===== src/rtl/rc4_pkg.sv =====
// Shared types, codes and constants of the RC4 stream cipher core.
package rc4_pkg;

  localparam int unsigned MAX_KEY_BYTES = 256;
  localparam int unsigned KEY_DEPTH     = 256;
  localparam int unsigned SBOX_DEPTH    = 256;
  localparam int unsigned KEY_CNT_W     = 9;

  typedef enum logic [1:0] {
    OP_CLEAR  = 2'd0,
    OP_APPEND = 2'd1,
    OP_START  = 2'd2,
    OP_DATA   = 2'd3
  } op_e;

  typedef enum logic [1:0] {
    ST_OK        = 2'd0,
    ST_FULL      = 2'd1,
    ST_EMPTY_KEY = 2'd2,
    ST_NOT_READY = 2'd3
  } status_e;

  typedef enum logic [3:0] {
    CMD_NONE,
    CMD_CLEAR,
    CMD_APPEND,
    CMD_REJECT,
    CMD_SCHED_BEGIN,
    CMD_FILL,
    CMD_KS_READ,
    CMD_KS_MIX,
    CMD_KS_SWAP_N,
    CMD_KS_SWAP_ACC,
    CMD_DATA_I,
    CMD_DATA_J,
    CMD_DATA_T,
    CMD_DATA_KS
  } dp_cmd_e;

  typedef struct packed {
    logic [1:0] op;
    logic [7:0] value;
  } in_t;

  typedef struct packed {
    logic [7:0] out_byte;
    logic [1:0] status;
  } out_t;

  typedef struct packed {
    dp_cmd_e cmd;
    status_e status;
    logic    out_load;
  } dp_ctrl_t;

  typedef struct packed {
    logic key_empty;
    logic ready;
    logic n_last;
  } dp_stat_t;

endpackage


===== src/rtl/rc4_stream_cipher_core.sv =====
// Top level of the RC4 stream cipher core: controller, datapath and channel ports.
//
// Usage: every input transaction carries an op and a value and produces exactly one
// output transaction with out_byte and status. Op clear empties the key, op append
// adds one key byte (up to 256), op start runs the RC4 key schedule over the stored
// key and zeroes both stream indices, and op data XORs value with the next keystream
// byte, so the same core encrypts and decrypts.
// Clear, append and every rejected item go from the input straight to the response
// state; a data byte steps through its S-box reads and swap writes in order, and a
// start loads the identity permutation, then mixes and swaps each S-box entry.
// Only one item is in flight: a new transaction is taken in the cycle after the
// previous result moves into the output register, so a new data byte is never taken
// before the last one is through. The S-box RAM, with one read port and one write
// port, sets this: each byte needs three reads and two swap writes in sequence.
// Reset clears the key length, both indices and the ready flag; data before the
// first start answers status 3. The RAM contents are not cleared.
// When the receiver stalls, the result stays in the output register; the core
// still accepts and works on the next transaction and parks its result until the
// output register is free.
module rc4_stream_cipher_core (
  input  logic          clk_i,
  input  logic          rst_ni,
  input  logic          in_valid_i,
  output logic          in_stall_o,
  input  rc4_pkg::in_t  in_i,
  output logic          out_valid_o,
  input  logic          out_stall_i,
  output rc4_pkg::out_t out_o
);

  rc4_pkg::dp_ctrl_t ctrl;
  rc4_pkg::dp_stat_t stat;

  // The controller owns the handshakes and the step sequence.
  rc4_ctrl u_ctrl (
    .clk_i      (clk_i),
    .rst_ni     (rst_ni),
    .in_valid_i (in_valid_i),
    .in_stall_o (in_stall_o),
    .op_i       (in_i.op),
    .out_valid_o(out_valid_o),
    .out_stall_i(out_stall_i),
    .stat_i     (stat),
    .ctrl_o     (ctrl)
  );

  // The datapath holds the key store, the S-box and the result registers.
  rc4_dp u_dp (
    .clk_i  (clk_i),
    .rst_ni (rst_ni),
    .ctrl_i (ctrl),
    .value_i(in_i.value),
    .stat_o (stat),
    .out_o  (out_o)
  );

endmodule


===== src/rtl/rc4_ram.sv =====
// Generic single-write, single-read RAM with registered read data (read-first).
module rc4_ram #(
  parameter int Width = 8,
  parameter int Depth = 256
) (
  input  logic                     clk_i,
  input  logic                     we_i,
  input  logic [$clog2(Depth)-1:0] waddr_i,
  input  logic [Width-1:0]         wdata_i,
  input  logic [$clog2(Depth)-1:0] raddr_i,
  output logic [Width-1:0]         rdata_o
);

  logic [Width-1:0] mem [Depth];
  logic [Width-1:0] rdata_q;

  always_ff @(posedge clk_i) begin
    if (we_i) begin
      mem[waddr_i] <= wdata_i;
    end
    rdata_q <= mem[raddr_i];
  end

  assign rdata_o = rdata_q;

endmodule


===== src/rtl/rc4_ctrl.sv =====
// Controller state machine: sequences key handling, key schedule and keystream steps.
module rc4_ctrl (
  input  logic              clk_i,
  input  logic              rst_ni,
  input  logic              in_valid_i,
  output logic              in_stall_o,
  input  logic [1:0]        op_i,
  output logic              out_valid_o,
  input  logic              out_stall_i,
  input  rc4_pkg::dp_stat_t stat_i,
  output rc4_pkg::dp_ctrl_t ctrl_o
);

  typedef enum logic [3:0] {
    S_IDLE,
    S_FILL,
    S_KS_READ,
    S_KS_MIX,
    S_KS_SWAP_N,
    S_KS_SWAP_ACC,
    S_DATA_J,
    S_DATA_T,
    S_DATA_KS,
    S_RESP
  } state_e;

  state_e state_q;
  logic   out_valid_q;
  logic   accept;
  logic   out_load;

  assign accept      = in_valid_i && (state_q == S_IDLE);
  assign out_load    = (state_q == S_RESP) && (!out_valid_q || !out_stall_i);
  assign in_stall_o  = (state_q != S_IDLE);
  assign out_valid_o = out_valid_q;

  always_comb begin
    ctrl_o.cmd      = rc4_pkg::CMD_NONE;
    ctrl_o.status   = rc4_pkg::ST_OK;
    ctrl_o.out_load = out_load;
    case (state_q)
      S_IDLE: begin
        if (accept) begin
          case (op_i)
            rc4_pkg::OP_CLEAR:  ctrl_o.cmd = rc4_pkg::CMD_CLEAR;
            rc4_pkg::OP_APPEND: ctrl_o.cmd = rc4_pkg::CMD_APPEND;
            rc4_pkg::OP_START: begin
              if (stat_i.key_empty) begin
                ctrl_o.cmd    = rc4_pkg::CMD_REJECT;
                ctrl_o.status = rc4_pkg::ST_EMPTY_KEY;
              end else begin
                ctrl_o.cmd = rc4_pkg::CMD_SCHED_BEGIN;
              end
            end
            rc4_pkg::OP_DATA: begin
              if (!stat_i.ready) begin
                ctrl_o.cmd    = rc4_pkg::CMD_REJECT;
                ctrl_o.status = rc4_pkg::ST_NOT_READY;
              end else begin
                ctrl_o.cmd = rc4_pkg::CMD_DATA_I;
              end
            end
            default: ctrl_o.cmd = rc4_pkg::CMD_NONE;
          endcase
        end
      end
      S_FILL:        ctrl_o.cmd = rc4_pkg::CMD_FILL;
      S_KS_READ:     ctrl_o.cmd = rc4_pkg::CMD_KS_READ;
      S_KS_MIX:      ctrl_o.cmd = rc4_pkg::CMD_KS_MIX;
      S_KS_SWAP_N:   ctrl_o.cmd = rc4_pkg::CMD_KS_SWAP_N;
      S_KS_SWAP_ACC: ctrl_o.cmd = rc4_pkg::CMD_KS_SWAP_ACC;
      S_DATA_J:      ctrl_o.cmd = rc4_pkg::CMD_DATA_J;
      S_DATA_T:      ctrl_o.cmd = rc4_pkg::CMD_DATA_T;
      S_DATA_KS:     ctrl_o.cmd = rc4_pkg::CMD_DATA_KS;
      default:       ctrl_o.cmd = rc4_pkg::CMD_NONE;
    endcase
  end

  always_ff @(posedge clk_i or negedge rst_ni) begin
    if (!rst_ni) begin
      state_q     <= S_IDLE;
      out_valid_q <= 1'b0;
    end else begin
      if (out_load) begin
        out_valid_q <= 1'b1;
      end else if (!out_stall_i) begin
        out_valid_q <= 1'b0;
      end

      case (state_q)
        S_IDLE: begin
          if (accept) begin
            if ((op_i == rc4_pkg::OP_START) && !stat_i.key_empty) begin
              state_q <= S_FILL;
            end else if ((op_i == rc4_pkg::OP_DATA) && stat_i.ready) begin
              state_q <= S_DATA_J;
            end else begin
              state_q <= S_RESP;
            end
          end
        end
        S_FILL: begin
          if (stat_i.n_last) begin
            state_q <= S_KS_READ;
          end
        end
        S_KS_READ:   state_q <= S_KS_MIX;
        S_KS_MIX:    state_q <= S_KS_SWAP_N;
        S_KS_SWAP_N: state_q <= S_KS_SWAP_ACC;
        S_KS_SWAP_ACC: begin
          state_q <= stat_i.n_last ? S_RESP : S_KS_READ;
        end
        S_DATA_J:  state_q <= S_DATA_T;
        S_DATA_T:  state_q <= S_DATA_KS;
        S_DATA_KS: state_q <= S_RESP;
        S_RESP: begin
          if (out_load) begin
            state_q <= S_IDLE;
          end
        end
        default: state_q <= S_IDLE;
      endcase
    end
  end

endmodule


===== src/rtl/rc4_dp.sv =====
// Datapath: key store, S-box RAM, stream indices, schedule counters and result registers.
module rc4_dp (
  input  logic              clk_i,
  input  logic              rst_ni,
  input  rc4_pkg::dp_ctrl_t ctrl_i,
  input  logic [7:0]        value_i,
  output rc4_pkg::dp_stat_t stat_o,
  output rc4_pkg::out_t     out_o
);

  // Control state, cleared at reset.
  logic [rc4_pkg::KEY_CNT_W-1:0] key_count_q;
  logic [7:0]                    i_q;
  logic [7:0]                    j_q;
  logic                          ready_q;

  // Working registers.
  logic [7:0]    n_q;
  logic [7:0]    acc_q;
  logic [7:0]    kidx_q;
  logic [7:0]    sn_q;
  logic [7:0]    si_q;
  logic [7:0]    sj_q;
  logic [7:0]    t_q;
  logic [7:0]    val_q;
  rc4_pkg::out_t res_q;
  rc4_pkg::out_t out_q;

  logic       s_we;
  logic [7:0] s_waddr;
  logic [7:0] s_wdata;
  logic [7:0] s_raddr;
  logic [7:0] s_rdata;
  logic       k_we;
  logic [7:0] k_rdata;

  logic       key_full;
  logic [7:0] i_inc;
  logic [7:0] j_new;
  logic [7:0] t_new;
  logic [7:0] acc_new;
  logic [7:0] ks_byte;
  logic [rc4_pkg::KEY_CNT_W-1:0] kidx_inc;

  assign key_full = (key_count_q == rc4_pkg::KEY_CNT_W'(rc4_pkg::MAX_KEY_BYTES));
  assign i_inc    = i_q + 8'd1;
  assign j_new    = j_q + s_rdata;
  assign t_new    = si_q + s_rdata;
  assign acc_new  = acc_q + s_rdata + k_rdata;
  assign kidx_inc = {1'b0, kidx_q} + 9'd1;

  // The S-box read for the output index is issued before both swap writes land,
  // so the two swapped entries are forwarded from the held values.
  always_comb begin
    if (t_q == j_q) begin
      ks_byte = si_q;
    end else if (t_q == i_q) begin
      ks_byte = sj_q;
    end else begin
      ks_byte = s_rdata;
    end
  end

  always_comb begin
    s_we    = 1'b0;
    s_waddr = n_q;
    s_wdata = n_q;
    s_raddr = n_q;
    k_we    = 1'b0;
    case (ctrl_i.cmd)
      rc4_pkg::CMD_APPEND:  k_we = !key_full;
      rc4_pkg::CMD_FILL:    s_we = 1'b1;
      rc4_pkg::CMD_KS_READ: s_raddr = n_q;
      rc4_pkg::CMD_KS_MIX:  s_raddr = acc_new;
      rc4_pkg::CMD_KS_SWAP_N: begin
        s_we    = 1'b1;
        s_waddr = n_q;
        s_wdata = s_rdata;
      end
      rc4_pkg::CMD_KS_SWAP_ACC: begin
        s_we    = 1'b1;
        s_waddr = acc_q;
        s_wdata = sn_q;
      end
      rc4_pkg::CMD_DATA_I: s_raddr = i_inc;
      rc4_pkg::CMD_DATA_J: s_raddr = j_new;
      rc4_pkg::CMD_DATA_T: begin
        s_we    = 1'b1;
        s_waddr = i_q;
        s_wdata = s_rdata;
        s_raddr = t_new;
      end
      rc4_pkg::CMD_DATA_KS: begin
        s_we    = 1'b1;
        s_waddr = j_q;
        s_wdata = si_q;
      end
      default: s_we = 1'b0;
    endcase
  end

  rc4_ram #(
    .Width(8),
    .Depth(rc4_pkg::SBOX_DEPTH)
  ) u_sbox_ram (
    .clk_i  (clk_i),
    .we_i   (s_we),
    .waddr_i(s_waddr),
    .wdata_i(s_wdata),
    .raddr_i(s_raddr),
    .rdata_o(s_rdata)
  );

  rc4_ram #(
    .Width(8),
    .Depth(rc4_pkg::KEY_DEPTH)
  ) u_key_ram (
    .clk_i  (clk_i),
    .we_i   (k_we),
    .waddr_i(key_count_q[7:0]),
    .wdata_i(value_i),
    .raddr_i(kidx_q),
    .rdata_o(k_rdata)
  );

  always_ff @(posedge clk_i or negedge rst_ni) begin
    if (!rst_ni) begin
      key_count_q <= '0;
      i_q         <= 8'd0;
      j_q         <= 8'd0;
      ready_q     <= 1'b0;
    end else begin
      case (ctrl_i.cmd)
        rc4_pkg::CMD_CLEAR: key_count_q <= '0;
        rc4_pkg::CMD_APPEND: begin
          if (!key_full) begin
            key_count_q <= key_count_q + 9'd1;
          end
        end
        rc4_pkg::CMD_KS_SWAP_ACC: begin
          if (n_q == 8'hFF) begin
            i_q     <= 8'd0;
            j_q     <= 8'd0;
            ready_q <= 1'b1;
          end
        end
        rc4_pkg::CMD_DATA_I: i_q <= i_inc;
        rc4_pkg::CMD_DATA_J: j_q <= j_new;
        default: ready_q <= ready_q;
      endcase
    end
  end

  always_ff @(posedge clk_i) begin
    if (ctrl_i.out_load) begin
      out_q <= res_q;
    end
    case (ctrl_i.cmd)
      rc4_pkg::CMD_CLEAR: begin
        res_q.out_byte <= 8'd0;
        res_q.status   <= rc4_pkg::ST_OK;
      end
      rc4_pkg::CMD_APPEND: begin
        res_q.out_byte <= 8'd0;
        res_q.status   <= key_full ? rc4_pkg::ST_FULL : rc4_pkg::ST_OK;
      end
      rc4_pkg::CMD_REJECT: begin
        res_q.out_byte <= 8'd0;
        res_q.status   <= ctrl_i.status;
      end
      rc4_pkg::CMD_SCHED_BEGIN: begin
        n_q    <= 8'd0;
        acc_q  <= 8'd0;
        kidx_q <= 8'd0;
      end
      rc4_pkg::CMD_FILL: n_q <= n_q + 8'd1;
      rc4_pkg::CMD_KS_MIX: begin
        sn_q  <= s_rdata;
        acc_q <= acc_new;
      end
      rc4_pkg::CMD_KS_SWAP_ACC: begin
        n_q    <= n_q + 8'd1;
        kidx_q <= (kidx_inc == key_count_q) ? 8'd0 : kidx_inc[7:0];
        res_q.out_byte <= 8'd0;
        res_q.status   <= rc4_pkg::ST_OK;
      end
      rc4_pkg::CMD_DATA_I: val_q <= value_i;
      rc4_pkg::CMD_DATA_J: si_q <= s_rdata;
      rc4_pkg::CMD_DATA_T: begin
        sj_q <= s_rdata;
        t_q  <= t_new;
      end
      rc4_pkg::CMD_DATA_KS: begin
        res_q.out_byte <= val_q ^ ks_byte;
        res_q.status   <= rc4_pkg::ST_OK;
      end
      default: val_q <= val_q;
    endcase
  end

  assign stat_o.key_empty = (key_count_q == '0);
  assign stat_o.ready     = ready_q;
  assign stat_o.n_last    = (n_q == 8'hFF);
  assign out_o            = out_q;

endmodule


===== config.mk =====
export PLATFORM = sky130hd
export DESIGN_NAME = rc4_stream_cipher_core
export DESIGN_NICKNAME = d
export VERILOG_FILES = /design/src/rtl/rc4_pkg.sv /design/src/rtl/rc4_stream_cipher_core.sv /design/src/rtl/rc4_ram.sv /design/src/rtl/rc4_ctrl.sv /design/src/rtl/rc4_dp.sv
export SDC_FILE = /design/constraint.sdc
export NUM_CORES = 2
export LEC_CHECK = 0
export BUFFER_PORTS_ARGS = -buffer_cell sky130_fd_sc_hd__buf_2
export CORE_MARGIN = 2
export CORE_UTILIZATION = 52
export DETAILED_ROUTE_END_ITERATION = 8
export PLACE_DENSITY = 0.67
export REMOVE_ABC_BUFFERS = 1
export SYNTH_ARGS = -nofsm -noshare
export SYNTH_HDL_FRONTEND = slang
export SYNTH_HIERARCHICAL = 1
export SYNTH_SLANG_ARGS = --single-unit

===== constraint.sdc =====
create_clock -name clk_i -period 9.7 [get_ports clk_i]
set_clock_uncertainty 0.2 [all_clocks]
set_input_delay 1.94 -clock clk_i [delete_from_list [all_inputs] [get_ports clk_i]]
set_output_delay 1.94 -clock clk_i [all_outputs]
set_load 0.005 [all_outputs]

* Yosys cells after proc, flatten, opt, wreduce, memory -nomap -nowiden
Memories as Yosys holds them, arrays and structs flattened. A register that Yosys moved wholly into a read port is not among the register bits. Index checks and enable logic that the tools add are counted. W data, S select, Z words.
Storage, ports and cells: bits in latches 0, ROM bits 0, word-level logic and storage cells 133, memories kept 2, flip-flop bits (word level) 115, RAM bits 4096, input port bits 14
Memory list:
- u_dp.u_key_ram.mem | depth 256, bits a word 8, rd ports 1, clocked after memory_dff 1, write ports 1, line rc4_ram.sv:14 | logic [Width-1:0] mem [Depth];
- u_dp.u_sbox_ram.mem | depth 256, bits a word 8, rd ports 1, clocked after memory_dff 1, write ports 1, line rc4_ram.sv:14
Cells by class: magnitude comparators 0, shift operators 0, div/mod/pow operators 0, $add $sub $neg 8, muxes and demuxes 40, equal/unequal tests 35, bitwise logic cells 1, multipliers 0, reduce and logical (&&, ||, !) cells 29
Operator list (number):
- $pmux W8 S2 | 5
- $pmux W8 S3 | 2
- $pmux W10 S4 | 1
- $pmux W4 S10 | 1
- $pmux W4 S9 | 1
- $add A8 B8 Y8 | 4
- $eq A4 B4 Y1 const B | 8
- $mux W8 | 4
- $pmux W8 S4 | 1
- $eq A4 B3 Y1 const B | 7
- $mux W4 | 7
- $pmux W9 S2 | 1
- $add A8 B1 Y8 const B | 2
- $eq A4 B2 Y1 const B | 4
- $eq A8 B8 Y1 | 2
- $pmux W4 S4 | 1
- $reduce_bool A2 Y1 | 6
- $add A8 B1 Y9 const B | 1
- $add A9 B1 Y9 const B | 1
- $eq A9 B9 Y1 | 1
- $eq A9 B9 Y1 const B | 1
- $logic_not A9 Y1 | 1
- $mux W1 | 9
- $mux W9 | 1
- other kinds (21) | 41

* Depth between registers and ports, before layout
word-level depth 10, mapped depth 26

* Cells and area by module
Netlist, hierarchy kept.
Modules (own cells, without submodules):
- rc4_ram | cells each 3733, times used 2, sequential area each 61659.1 um^2, area each 79556.3 um^2
- rc4_dp | cells each 597, times used 1, sequential area each 3173.0 um^2, area each 6417.4 um^2
- rc4_ctrl | cells each 74, times used 1, sequential area each 125.1 um^2, area each 528.0 um^2

* Worst setup path after synthesis
Ideal clock, no wire load.
path type input to register, start point input port in_i[9] (netlist name), end point memory u_dp.u_sbox_ram.mem[0][0] (data pin), buffers on the path 1, path slack 1.726 ns, data required time 8.679 ns, arrival time 6.954 ns, stages 9, path through nor3b_1 > a2111oi_0 > nor4_1 > a221oi_1 > nand2b_1 > nor2_1 > clkbuf_1 > a22oi_1 > nand2_1
RTL lines:
- from (decl) | line rc4_stream_cipher_core.sv:25 | input rc4_pkg::in_t in_i,
- to (decl) | line rc4_ram.sv:14

==> impl_metrics.csv <==
group,metric,value,unit
timing,fin_setup_tns,0,ps
critical_path,slowest_stage,"nor4_1",
critical_path,cpPeakStageDelay,1300,ps
clocking,clock_path_buffers,4,
yosys,synthesis.area,0.1661,mm^2
clocking,post_cts_buffers,0,
yosys,synth_top_area_share,75.59,%
placed_design,pre_cts_ws,1362,ps
clocking,postCtsResizedCells,0,
route,wire_per_inst,31.85,um
hold_path,min_path_type,"flop to flop",
critical_path,crit_arrival,9110,ps
yosys,syn_inst,8137,
status,violations,"max-capacitance violations, max-slew violations",
clocking,worst_skew_pair.late_latency,930,ps
yosys,yosys_warnings,6,
clocking,postCtsHoldBufs,0,
clocking,numCtsBuffers,413,
die,die_h,569.1,um
power_and_ir_drop,power_density,353.4,mW/mm^2
critical_path,critPathRequiredTime,10220,ps
timing,rsz0062_at_grt,"no",
route,initialDrtViolationCount,10440,
placed_design,gp_congestion,0.9288,
yosys,synth_top_cell_by_area,"edfxtp_1",
yosys,synthDistinctLibCells,86,
die,die_w,569.1,um
die,row_count,207,
yosys,ys_seq_area_share,76.25,%
yosys,synth-edff-count,4180,
die,pin_count,26,
yosys,synthFlopType,"edfxtp_1",
yosys,synth_commonest_cells,"edfxtp_1, mux4_2, nor2_1",
placed_design,portBuffers,25,
placed_design,dpl_cell_area,0.1706,mm^2
clocking,cts-root-buf,"clkbuf_16",
timing,fin_crit,8593,ps
clocking,ctsHtreeMaxLevel,5,
placed_design,place_hpwl,248.6,mm
die,core,0.3178,mm^2
timing,max_freq,0.1164,GHz
timing,final_hold_viol_count,0,
timing,finalCritPeriodShare,88.58,%
cells_and_area,instances_no_fill,12810,
route,viasPerCell,6.535,
yosys,async_flop_share,0.7334,%
job,drv_cap,1,
route,wl,408.0,mm
yosys,synth.most_common_cell,"edfxtp_1",
yosys,synth.area.top_cells,"edfxtp_1, mux4_2, mux2i_1",
route,first_pass_iters,6,
yosys,ys_seq_elements,4227,
global_route,first_global_vias,82370,
critical_path,crit_chain,"nor4_1 > nand3_1 > nor2_1 > nor3b_1 > a2111oi_0 > nor4_1 > a221oi_2 > buf_4 > or3_1 > inv_2 > a22oi_1 > nand3_4 > nand2_1 > o221ai_1 > a21oi_1 > o22ai_1 > nor4_1 > nor4_2",
placed_design,dp_cells,12040,
power_and_ir_drop,ir_drop,530.4,uV
cells_and_area,fin_area,0.1838,mm^2
global_route,gr-total-overflow,0,
power_and_ir_drop,cellLeakagePower,56.53,nW
cells_and_area,layout-drive-gt1-share,20.69,%
die,die-area,0.3239,mm^2
critical_path,end_kind,"flop",
route,drc,0,
timing,relSlewSlack,-5.525,%
critical_path,crit_type,"flop to flop",
clocking,cts.clk_slew.worst_paths,60,ps
clocking,clock-sinks,4227,
critical_path,startpoint_type,"flop",
power_and_ir_drop,design_power_total,64.93,mW
yosys,avgSynthCellArea,20.41,um^2
die,initial_utilization,52.25,%
route,ant_nets,0,
global_route,antenna_found_initial,4,
status,outcome,"finished with violations",
global_route,grt_max_degree,217,
cells_and_area,fin_nets,8324,
cells_and_area,syn_to_final_growth,10.65,%
timing,tightest_slew,1568,ps
global_route,grt_pass1_wl,587.9,mm
global_route,grtUsageTotal,24.91,%
critical_path,crit_path_frequent_cell,"nor4_1",
route,vias,83710,
timing,slew_violations,2,
timing,worst_slack,1107,ps
critical_path,critPathMaxFanout,32,
timing,setup_viol,0,
clocking,cts_tree,"done",
per-layer routing:
layer  track usage [%]  up-vias  wire length [um]
met5                 0        -                 0
met1             34.04    44400            156100
li1                  -    34160                 -
met3             3.947      862             33450
met2             40.41     4291            199500
met4             10.19        0             18920
flip-flops by register name, summed over array words and instances (netlist names), 9 cells and up:
register	cells
u_dp/u_key_ram/mem	2048
u_dp/u_sbox_ram/mem	2048
u_dp/out_o	10
u_dp/res_q	10
u_dp/key_count_q	9
area by class of cell:
type,instances,area [um^2]
Sequential cell,4227,126600
Clock buffer,519,10980
Inverter,29,108.9
Multi-Input combinational cell,3392,36610
Clock inverter,245,2188
Tap cell,4180,5230
Timing Repair Buffer,212,2003
Antenna cell,5,12.51
Fill cell,22710,134000
worst max-delay path: cells and delay by family (launching register included):
| family | cells | cell delay (ps) |
|---|---|---|
| AOI/OAI and AO/OA | 6 | 1640 |
| and+or+nand+nor | 10 | 5450 |
| DFF | 1 | 530 |
| buffers and inverters | 2 | 510 |
cell families (layout without fill, tap and decap cells):
family | Yosys count | after routing | synth area share (%)
multiplexers | 1182 | 1182 | 14.01
AND/OR/NAND/NOR | 1174 | 1174 | 3.239
AO/OA/AOI/OAI | 928 | 928 | 3.940
adder cells (fa/ha/maj) | 35 | 35 | 0.3089
XOR/XNOR | 73 | 73 | 0.3850
buffers and inverters | 518 | 1005 | 1.872
other | 0 | 5 | 0
flip-flops | 4227 | 4227 | 76.25
placed cells by master, fill, tap and decap left out, types with 31 or more instances in the layout:
master | Yosys | routed
clkbuf_16 | 0 | 420
clkbuf_1 | 235 | 89
edfxtp_1 | 4180 | 4180
a211oi_1 | 38 | 38
nand3_1 | 93 | 86
mux2i_1 | 268 | 268
nor4_1 | 51 | 44
a21oi_1 | 218 | 217
buf_12 | 16 | 32
nor2b_1 | 66 | 60
o21ai_0 | 46 | 45
o221ai_1 | 93 | 93
a22oi_1 | 299 | 299
nor3_1 | 59 | 59
nand2_1 | 120 | 112
mux4_2 | 908 | 908
nor2_1 | 636 | 627
dfrtp_1 | 31 | 31
clkinv_2 | 0 | 74
o22ai_1 | 60 | 60
buf_4 | 56 | 155
xnor2_1 | 51 | 51
clkinv_1 | 3 | 95
bufinv_16 | 0 | 35
metrics by stage:
stage / hold slack [ps] / utilization [%]
floorplan: 200.3 / -
CTS: 225.7 / 57.82
global placement: 210.8 / 53.66
finish: 224.9 / 57.82
detailed placement: 211.9 / 53.67
global route: 241.0 / 57.82
worst paths after layout:
check | cells past startpoint | from | slack, ps | endpoint
max | 18 | u_dp/key_count_q[4] | 1110 | u_dp/u_sbox_ram/rdata_o[6]
min | 0 | u_dp/res_q[9] | 220 | u_dp/out_o[9]
max reg2reg | 18 | u_dp/key_count_q[4] | 1110 | u_dp/u_sbox_ram/rdata_o[6]
min reg2reg | 0 | u_dp/res_q[9] | 220 | u_dp/out_o[9]
max in group asynchronous | 1 | rst_ni | 7670 | u_dp/i_q[5]
min in group asynchronous | 1 | rst_ni | 980 | u_ctrl/state_q[0]
power by group:
part	leakage [nW]	switching (mW)	internal [mW]
logic	11.9	16.8	9.55
clock network	6.40	6.68	8.95
registers	38.2	0.311	22.6
total	56.5	23.8	41.1
Power figures use the tool's default switching activity.
